<file path="config.mk">
export PLATFORM = sky130hd
export DESIGN_NAME = glcd_div
export DESIGN_NICKNAME = d
export VERILOG_FILES = /design/src/hw/rtl/glcd_div.sv
export SDC_FILE = /design/constraint.sdc
export NUM_CORES = 1
export LEC_CHECK = 0
export BUFFER_PORTS_ARGS = -buffer_cell sky130_fd_sc_hd__buf_2
export CAP_MARGIN = 20
export CORE_MARGIN = 2
export CORE_UTILIZATION = 56
export CTS_CLUSTER_DIAMETER = 120
export DETAILED_ROUTE_END_ITERATION = 6
export HOLD_SLACK_MARGIN = 0.02
export PLACE_DENSITY = 0.79
export REMOVE_ABC_BUFFERS = 1
export SLEW_MARGIN = 0
export SYNTH_ARGS = -nofsm -noshare
export SYNTH_HDL_FRONTEND = slang
export SYNTH_SLANG_ARGS = --single-unit
</file>
<file path="constraint.sdc">
create_clock -name clk -period 19.5 [get_ports clk]
set_input_delay 1.95 -clock clk [delete_from_list [all_inputs] [get_ports clk]]
set_output_delay 1.95 -clock clk [all_outputs]
set_load 0.005 [all_outputs]
</file>
<file path="src/hw/rtl/glcd_div.sv">
`timescale 1ns / 1ps
`default_nettype none

module glcd_div #(
  parameter int NW = 80,
  parameter int DW = 33,
  parameter int QW = 33
) (
  input  logic          clk,
  input  logic          rst,
  input  logic          start,
  input  logic [NW-1:0] num,
  input  logic [DW-1:0] den,
  output logic          done,
  output logic [QW-1:0] quot,
  output logic          ovf
);

  localparam int CW = $clog2(NW + 1);

  logic          busy;
  logic [CW-1:0] cnt;
  logic [NW-1:0] nsh;
  logic [DW-1:0] rem;
  logic [DW-1:0] dreg;
  logic [QW-1:0] q;
  logic [DW:0]   rem_sh;
  logic          qbit;
  logic [DW-1:0] rem_next;

  // one quotient bit per cycle, restoring
  always_comb begin
    rem_sh   = {rem, nsh[NW-1]};
    qbit     = (rem_sh >= {1'b0, dreg});
    rem_next = qbit ? DW'(rem_sh - {1'b0, dreg}) : DW'(rem_sh);
  end

  always_ff @(posedge clk) begin
    if (rst) begin
      busy <= 1'b0;
      done <= 1'b0;
    end else begin
      done <= 1'b0;
      if (start) begin
        busy <= 1'b1;
        cnt  <= '0;
        nsh  <= num;
        rem  <= '0;
        dreg <= den;
        q    <= '0;
        ovf  <= 1'b0;
      end else if (busy) begin
        rem <= rem_next;
        nsh <= nsh << 1;
        q   <= {q[QW-2:0], qbit};
        ovf <= ovf | q[QW-1];
        cnt <= cnt + 1'b1;
        if (cnt == CW'(NW - 1)) begin
          busy <= 1'b0;
          done <= 1'b1;
        end
      end
    end
  end

  assign quot = q;

endmodule

`default_nettype wire

</file>
==> results of run 1 <==
[layer usage]
metal / part of all wire, % / up-vias / global-route usage (%)
met2: 47 / 191 / 34.8
met3: 8.6 / 14 / 8.62
li1: - / 3078 / -
met5: 0.069 / - / 0
met1: 44 / 3000 / 28.2
met4: 0.81 / 2 / 5.20
[worst max path at each step]
stage / slack [ns] / depth (start not counted) / startpoint / to
floorplan: 10.34 / 2 / start / cnt[0]
global placement: 14.23 / 5 / start / nsh[6]
detailed placement: 14.18 / 5 / start / nsh[6]
CTS: 14.65 / 5 / start / nsh[72]
global route: 14.41 / 5 / start / nsh[72]
finish: 14.68 / 5 / start / nsh[72]
[per-stage QoR]
step	power, mW	area (um^2)	hold slack (ns)	cells	setup slack, ns
floorplan	0.641	9340	0.460	724	10.34
global route	1.10	11100	0.512	1131	14.41
finish	1.05	11100	0.489	1133	14.68
global placement	0.690	10400	0.496	1099	14.23
CTS	1.06	11100	0.494	1131	14.65
detailed placement	0.694	10400	0.493	1099	14.18
[logic make-up (layout without fill, tap and decap cells)]
| logic type | after synthesis | in the layout | synth area share [%] |
|---|---|---|---|
| buf+inv | 75 | 232 | 3.13 |
| other cells | 0 | 2 | 0 |
| compound gates | 148 | 148 | 9.83 |
| xor+xnor | 25 | 25 | 2.31 |
| mux | 80 | 80 | 9.50 |
| fa+ha+maj | 35 | 35 | 4.71 |
| flops | 189 | 189 | 59.7 |
| simple gates | 202 | 202 | 10.8 |
[synth_stat cells (2+ instances only)]
cell type    n  area (um^2)
edfxtp_1   187         5620
mux2_2      79          890
nand2_1     60          225
a21oi_1     58          290
inv_1       45          169
nor2_1      44          165
nor2b_1     40          250
ha_1        34          425
clkbuf_1    22         82.6
o21ai_0     20          100
xnor2_1     14          123
a21o_1      13         97.6
a211oi_1    12         90.1
o21a_1      11         82.6
xor2_1      11         96.3
nand3_1     10         50.1
and3_1       8         50.1
or3_1        7         43.8
nand4_1      6         37.5
a31oi_1      5         31.3
buf_2        5         25.0
nand2b_1     5         31.3
and2_1       4         25.0
a2111oi_0    3         26.3
a21boi_0     3         22.5
a31o_2       3         26.3
nor3b_1      3         22.5
o211ai_1     3         22.5
o31ai_1      3         22.5
a211o_1      2         17.5
and4_1       2         17.5
dfxtp_1      2         40.0
nor3_1       2         10.0
nor4_1       2         12.5
nor4b_1      2         17.5
o2111ai_1    2         17.5
o21bai_1     2         15.0
o22ai_1      2         12.5
[registers in the layout, summed over array words and instances (netlist names)]
signal	count
busy	1
nsh	80
ovf	1
cnt	7
rem	33
done	1
dreg	33
quot	33
[power by group through the flow]
stage	Sequential [mW]	Clock, mW	Combinational, mW
4_1_cts	0.498	0.370	0.190
3_5_place_dp	0.506	0	0.189
3_3_place_gp	0.505	0	0.185
5_1_grt	0.501	0.382	0.213
2_1_floorplan	0.507	0	0.135
6_report	0.497	0.363	0.191
[cell type report]
type	instances	area share [%]
timing repair buffer	155	7.15
clock inverter	14	1.80
sequential	189	51.1
inverter	45	1.53
tap	220	2.49
multi-input combinational	490	32.0
antenna	2	0.0453
clock buffer	18	3.88
[worst max-delay path, delay by kind of cell]
| kind | cells | cell delay, ns |
|---|---|---|
| AND/OR/NAND/NOR | 2 | 0.89 |
| buffers and inverters | 3 | 1.93 |
==> impl_metrics.env, run 1 <==
export IMPL_grtUsageTotal_pct=21.7
export IMPL_clock_path_buffers=2
export IMPL_worstRegToRegCells=12
export IMPL_die_width_um=134
export IMPL_gp_congestion=0.905
export IMPL_maxSlewViolCount=0
export IMPL_final_nets=1049
export IMPL_cts_sinks=189
export IMPL_synth_main_ff_cell="edfxtp_1"
export IMPL_fill_cells=1234
export IMPL_path_class="input port to flip-flop"
export IMPL_crit_top_cell="buf_4"
export IMPL_maxCapViolations=0
export IMPL_fin_crit_ns=4.82
export IMPL_synth_edf_count=187
export IMPL_hold_buffers=0
export IMPL_cts_resized=0
export IMPL_overflow=0
export IMPL_cp_arrival_ns=4.87
export IMPL_drive_gt1_share_pct=30.3
export IMPL_wl_um=18800
export IMPL_setup_tns_ns=0
export IMPL_p_leak_nw=4.40
export IMPL_yosys_register_bits=189
export IMPL_tightest_slew_ns=0.992
export IMPL_path_clk_slew_ns=0.07
export IMPL_drc=0
export IMPL_grt_max_degree=79
export IMPL_rows=47
export IMPL_powerDensity_nw_per_um2=95.1
export IMPL_cts_htree_levels=4
export IMPL_crit_path_max_incr_delay_ns=0.83
export IMPL_relSlewSlack_pct=33.9
export IMPL_yosys_warnings=0
export IMPL_start_util_pct=57.3
export IMPL_avgSynthCellArea_um2=12.6
export IMPL_synthCells=754
export IMPL_grt_pass1_vias=6240
export IMPL_final_common_cell="edfxtp_1"
export IMPL_sw_frac_of_total_pct=27.4
export IMPL_fin_util_pct=66.9
export IMPL_post_cts_setup_buffers=0
export IMPL_fmax_ghz=0.208
export IMPL_grt_pass1_wl_um=30800
export IMPL_combPwrFrac_pct=18.2
export IMPL_fin_crit_sh_pct=24.7
export IMPL_viasPerCell=5.55
export IMPL_p_seq_share_pct=47.3
export IMPL_report_final_setup_viol=0
export IMPL_vias=6285
export IMPL_area_growth_pct=16.8
export IMPL_end_kind="flip-flop"
export IMPL_async_reset_ff_share_pct=0
export IMPL_p_sw_uw=288
export IMPL_drt_initial_drc_count=442
export IMPL_dr_pass1_iters=7
export IMPL_ys_types=56
export IMPL_antenna_found_initial=3
export IMPL_clk_latency_ns=0.43
export IMPL_io_pins=151
export IMPL_multi_input_area_um2=3530
export IMPL_r2r_start="nsh[79]"
export IMPL_core_um2=16500
export IMPL_ys_seq_area_share_pct=59.7
export IMPL_hold_path_class="flip-flop to flip-flop"
export IMPL_cts_tree="yes"
export IMPL_dieArea_um2=18000
export IMPL_antenna_left=0
export IMPL_hp_start="busy"
export IMPL_crit_path_cell_trace="buf_4, nor2_1, nor2_4, buf_4, buf_4"
export IMPL_peakVddDrop_v=0.0000842
export IMPL_syn_cell_area_um2=9470
export IMPL_critPathMaxFanout=78
export IMPL_place_hpwl_um=12800
export IMPL_r2r_setup_slack_ns=15.56
export IMPL_worstReg2RegEnd="rem[29]"
export IMPL_internal_power_uw=764
export IMPL_finalHoldViolations=0
export IMPL_hold_path_depth=1
export IMPL_worst_setup_path_start_kind="input port"
export IMPL_finClkSkew_ns=0.0101
export IMPL_worst_ep_required_time_ns=19.56
export IMPL_rsz0062_at_grt="no"
export IMPL_wl_per_cell_um=16.6
export IMPL_slowest_stage="buf_4"
export IMPL_seqCellArea_um2=5660
export IMPL_cts_root_buffer="clkbuf_16"
export IMPL_fp_dieH_um=134
export IMPL_cts_buffers_inserted=17
export IMPL_portBuffers=150
export IMPL_outcome="complete, no violations"
export IMPL_mostFrequentLayoutCells="187 x edfxtp_1, 149 x buf_2, 79 x mux2_2"
export IMPL_hold_end="done"
export IMPL_p_clk_share_pct=34.5
Power figures use the tool's default switching activity.
==> inputs of run 2 (changes only) <==
- CORE_UTILIZATION: 56 -> 52
- PLACE_DENSITY: 0.79 -> 0.77
- clock period: 19.5 -> 4.4 ns (I/O delays scaled with it)
==> run 2 against run 1 <==
Against the previous run:
- sequential share of layout area down 0.25 points
- sequential power rose to 4.4 times the previous value
- clock-buffer cell count down 1
- flip-flop and latch count unchanged
- cell count up 1.2%
- critical endpoint is now rem[18]
==> impl_metrics.env, run 2 (synthesis results as in run 1) <==
export IMPL_outcome="complete, no violations"
export IMPL_clock_path_buffers=2
export IMPL_portBuffers=150
export IMPL_fill_cells=1384
export IMPL_dp_cells=1112
export IMPL_worstRegToRegCells=13
export IMPL_critPathTopFamily="compound AO/OA/AOI/OAI gates"
export IMPL_sw_frac_of_total_pct=27.7
export IMPL_rows=49
export IMPL_fin_crit_sh_pct=81.4
export IMPL_finClkSkew_ns=0.0114
export IMPL_antenna_found_initial=4
export IMPL_dr_pass1_iters=4
export IMPL_cts_tree="yes"
export IMPL_finalPower_mw=4.61
export IMPL_cts_buffers_inserted=17
export IMPL_dieArea_um2=19300
export IMPL_worst_ep_required_time_ns=4.65
export IMPL_hold_buffers=0
export IMPL_grtUsageMet3_pct=7.94
export IMPL_cts_root_buffer="clkbuf_16"
export IMPL_start_util_pct=52.9
export IMPL_fp_dieH_um=139
export IMPL_cts_sinks=189
export IMPL_post_cts_setup_buffers=0
export IMPL_combPwrFrac_pct=18.6
export IMPL_p_clk_share_pct=33.7
export IMPL_cts_htree_levels=4
export IMPL_die_width_um=139
export IMPL_grtUsageTotal_pct=19.9
export IMPL_peakVddDrop_v=0.000254
export IMPL_rsz0062_at_grt="no"
export IMPL_use_met1_pct=25.1
export IMPL_io_pins=151
export IMPL_report_final_setup_viol=0
export IMPL_p_leak_nw=4.42
export IMPL_wl_per_cell_um=16.3
export IMPL_overflow=0
export IMPL_p_seq_share_pct=47.7
export IMPL_area_growth_pct=17.4
export IMPL_end_kind="flip-flop"
export IMPL_grt_pass1_wl_um=30800
export IMPL_fin_util_pct=62.1
export IMPL_final_common_cell="edfxtp_1"
export IMPL_critPathMaxFanout=24
export IMPL_core_um2=17900
export IMPL_finalHoldViolations=0
export IMPL_stdcell_count=1147
export IMPL_critPathBufInv=3
export IMPL_wl_um=18700
export IMPL_path_class="flip-flop to flip-flop"
export IMPL_hold_path_depth=1
export IMPL_drt_initial_drc_count=307
export IMPL_powerDensity_nw_per_um2=415
export IMPL_top_register="nsh"
export IMPL_maxCapViolations=0
export IMPL_maxSlewViolCount=0
export IMPL_internal_power_mw=3.34
export IMPL_place_hpwl_um=13000
export IMPL_viasPerCell=5.44
export IMPL_mostFrequentLayoutCells="187 x edfxtp_1, 149 x buf_2, 79 x mux2_2"
export IMPL_cp_arrival_ns=3.83
export IMPL_crit_path_max_incr_delay_ns=0.85
export IMPL_gp_congestion=0.934
export IMPL_grt_max_degree=62
export IMPL_grtUsageMet2_pct=32.0
export IMPL_fin_crit_ns=3.58
export IMPL_drc=0
export IMPL_worst_setup_path_start_kind="flip-flop"
export IMPL_hold_slack_ns=0.179
export IMPL_fmax_ghz=0.279
export IMPL_drive_gt1_share_pct=30.6
export IMPL_cp_depth=13
export IMPL_slowest_stage="a21oi_2"
export IMPL_grt_busiest_layer="met2"
export IMPL_relSlewSlack_pct=30.6
export IMPL_crit_path_cell_trace="inv_1, ha_1, inv_1, fa_1, a21oi_1, o211ai_1, a31oi_1, a31oi_1, o21ai_1, a21oi_2, buf_4, nor2_1, a211oi_1"
export IMPL_path_clk_slew_ns=0.08
export IMPL_grt_pass1_vias=6429
export IMPL_hold_path_class="input port to flip-flop"
export IMPL_p_sw_mw=1.28
export IMPL_largest_reg_flops=80
export IMPL_clk_latency_ns=0.43
export IMPL_antenna_left=0
export IMPL_tightest_slew_ns=1.04
export IMPL_cts_resized=0
export IMPL_vias=6237
export IMPL_final_nets=1053
[run 2: stage by stage]
| stage | cell area (um^2) | setup slack (ns) | TNS, ns |
|---|---|---|---|
| after floorplan | 9340 | -3.25 | -504.23 |
| after global placement | 10500 | 0.954 | 0 |
| after detailed placement | 10500 | 0.845 | 0 |
| after CTS | 11100 | 0.815 | 0 |
| after global routing | 11100 | 0.493 | 0 |
| final | 11100 | 0.818 | 0 |
[run 2: worst paths after layout]
kind | to | from | slack, ns
min reg2reg | done | busy | 0.48
max | rem[18] | nsh[79] | 0.82
max reg2reg | rem[18] | nsh[79] | 0.82
min | dreg[1] | den[1] | 0.18
[run 2: final cells by class]
cell class	instances	area, um^2	area share (%)
Timing Repair Buffer	159	858	7.73
Tap cell	229	287	2.58
Sequential cell	189	5660	50.9
Inverter	45	169	1.52
Clock buffer	17	425	3.83
Clock inverter	15	175	1.58
Antenna cell	3	7.51	0.0676
Multi-Input combinational cell	490	3530	31.8
[run 2: worst register-to-register path, cell delays in order, from the launching register on]
cell      delay, ns
edfxtp_1       0.35
inv_1          0.05
ha_1           0.20
inv_1          0.07
fa_1           0.20
a21oi_1        0.11
o211ai_1       0.20
a31oi_1        0.18
a31oi_1        0.32
o21ai_1        0.18
a21oi_2        0.85
buf_4          0.37
nor2_1         0.06
a211oi_1       0.24
[run 2: power groups by stage]
stage	clock network (mW)	registers, mW	logic, mW
finish	1.55	2.20	0.860
global route	1.65	2.22	0.959
CTS	1.59	2.20	0.860
floorplan	0	2.25	0.596
detailed placement	0	2.24	0.852
global placement	0	2.23	0.839
[run 2: layer usage]
layer | routed length (um) | share of wire, %
met1 | 8290 | 44
met2 | 8670 | 46
met3 | 1550 | 8.2
met4 | 205 | 1.1
met5 | 13 | 0.069
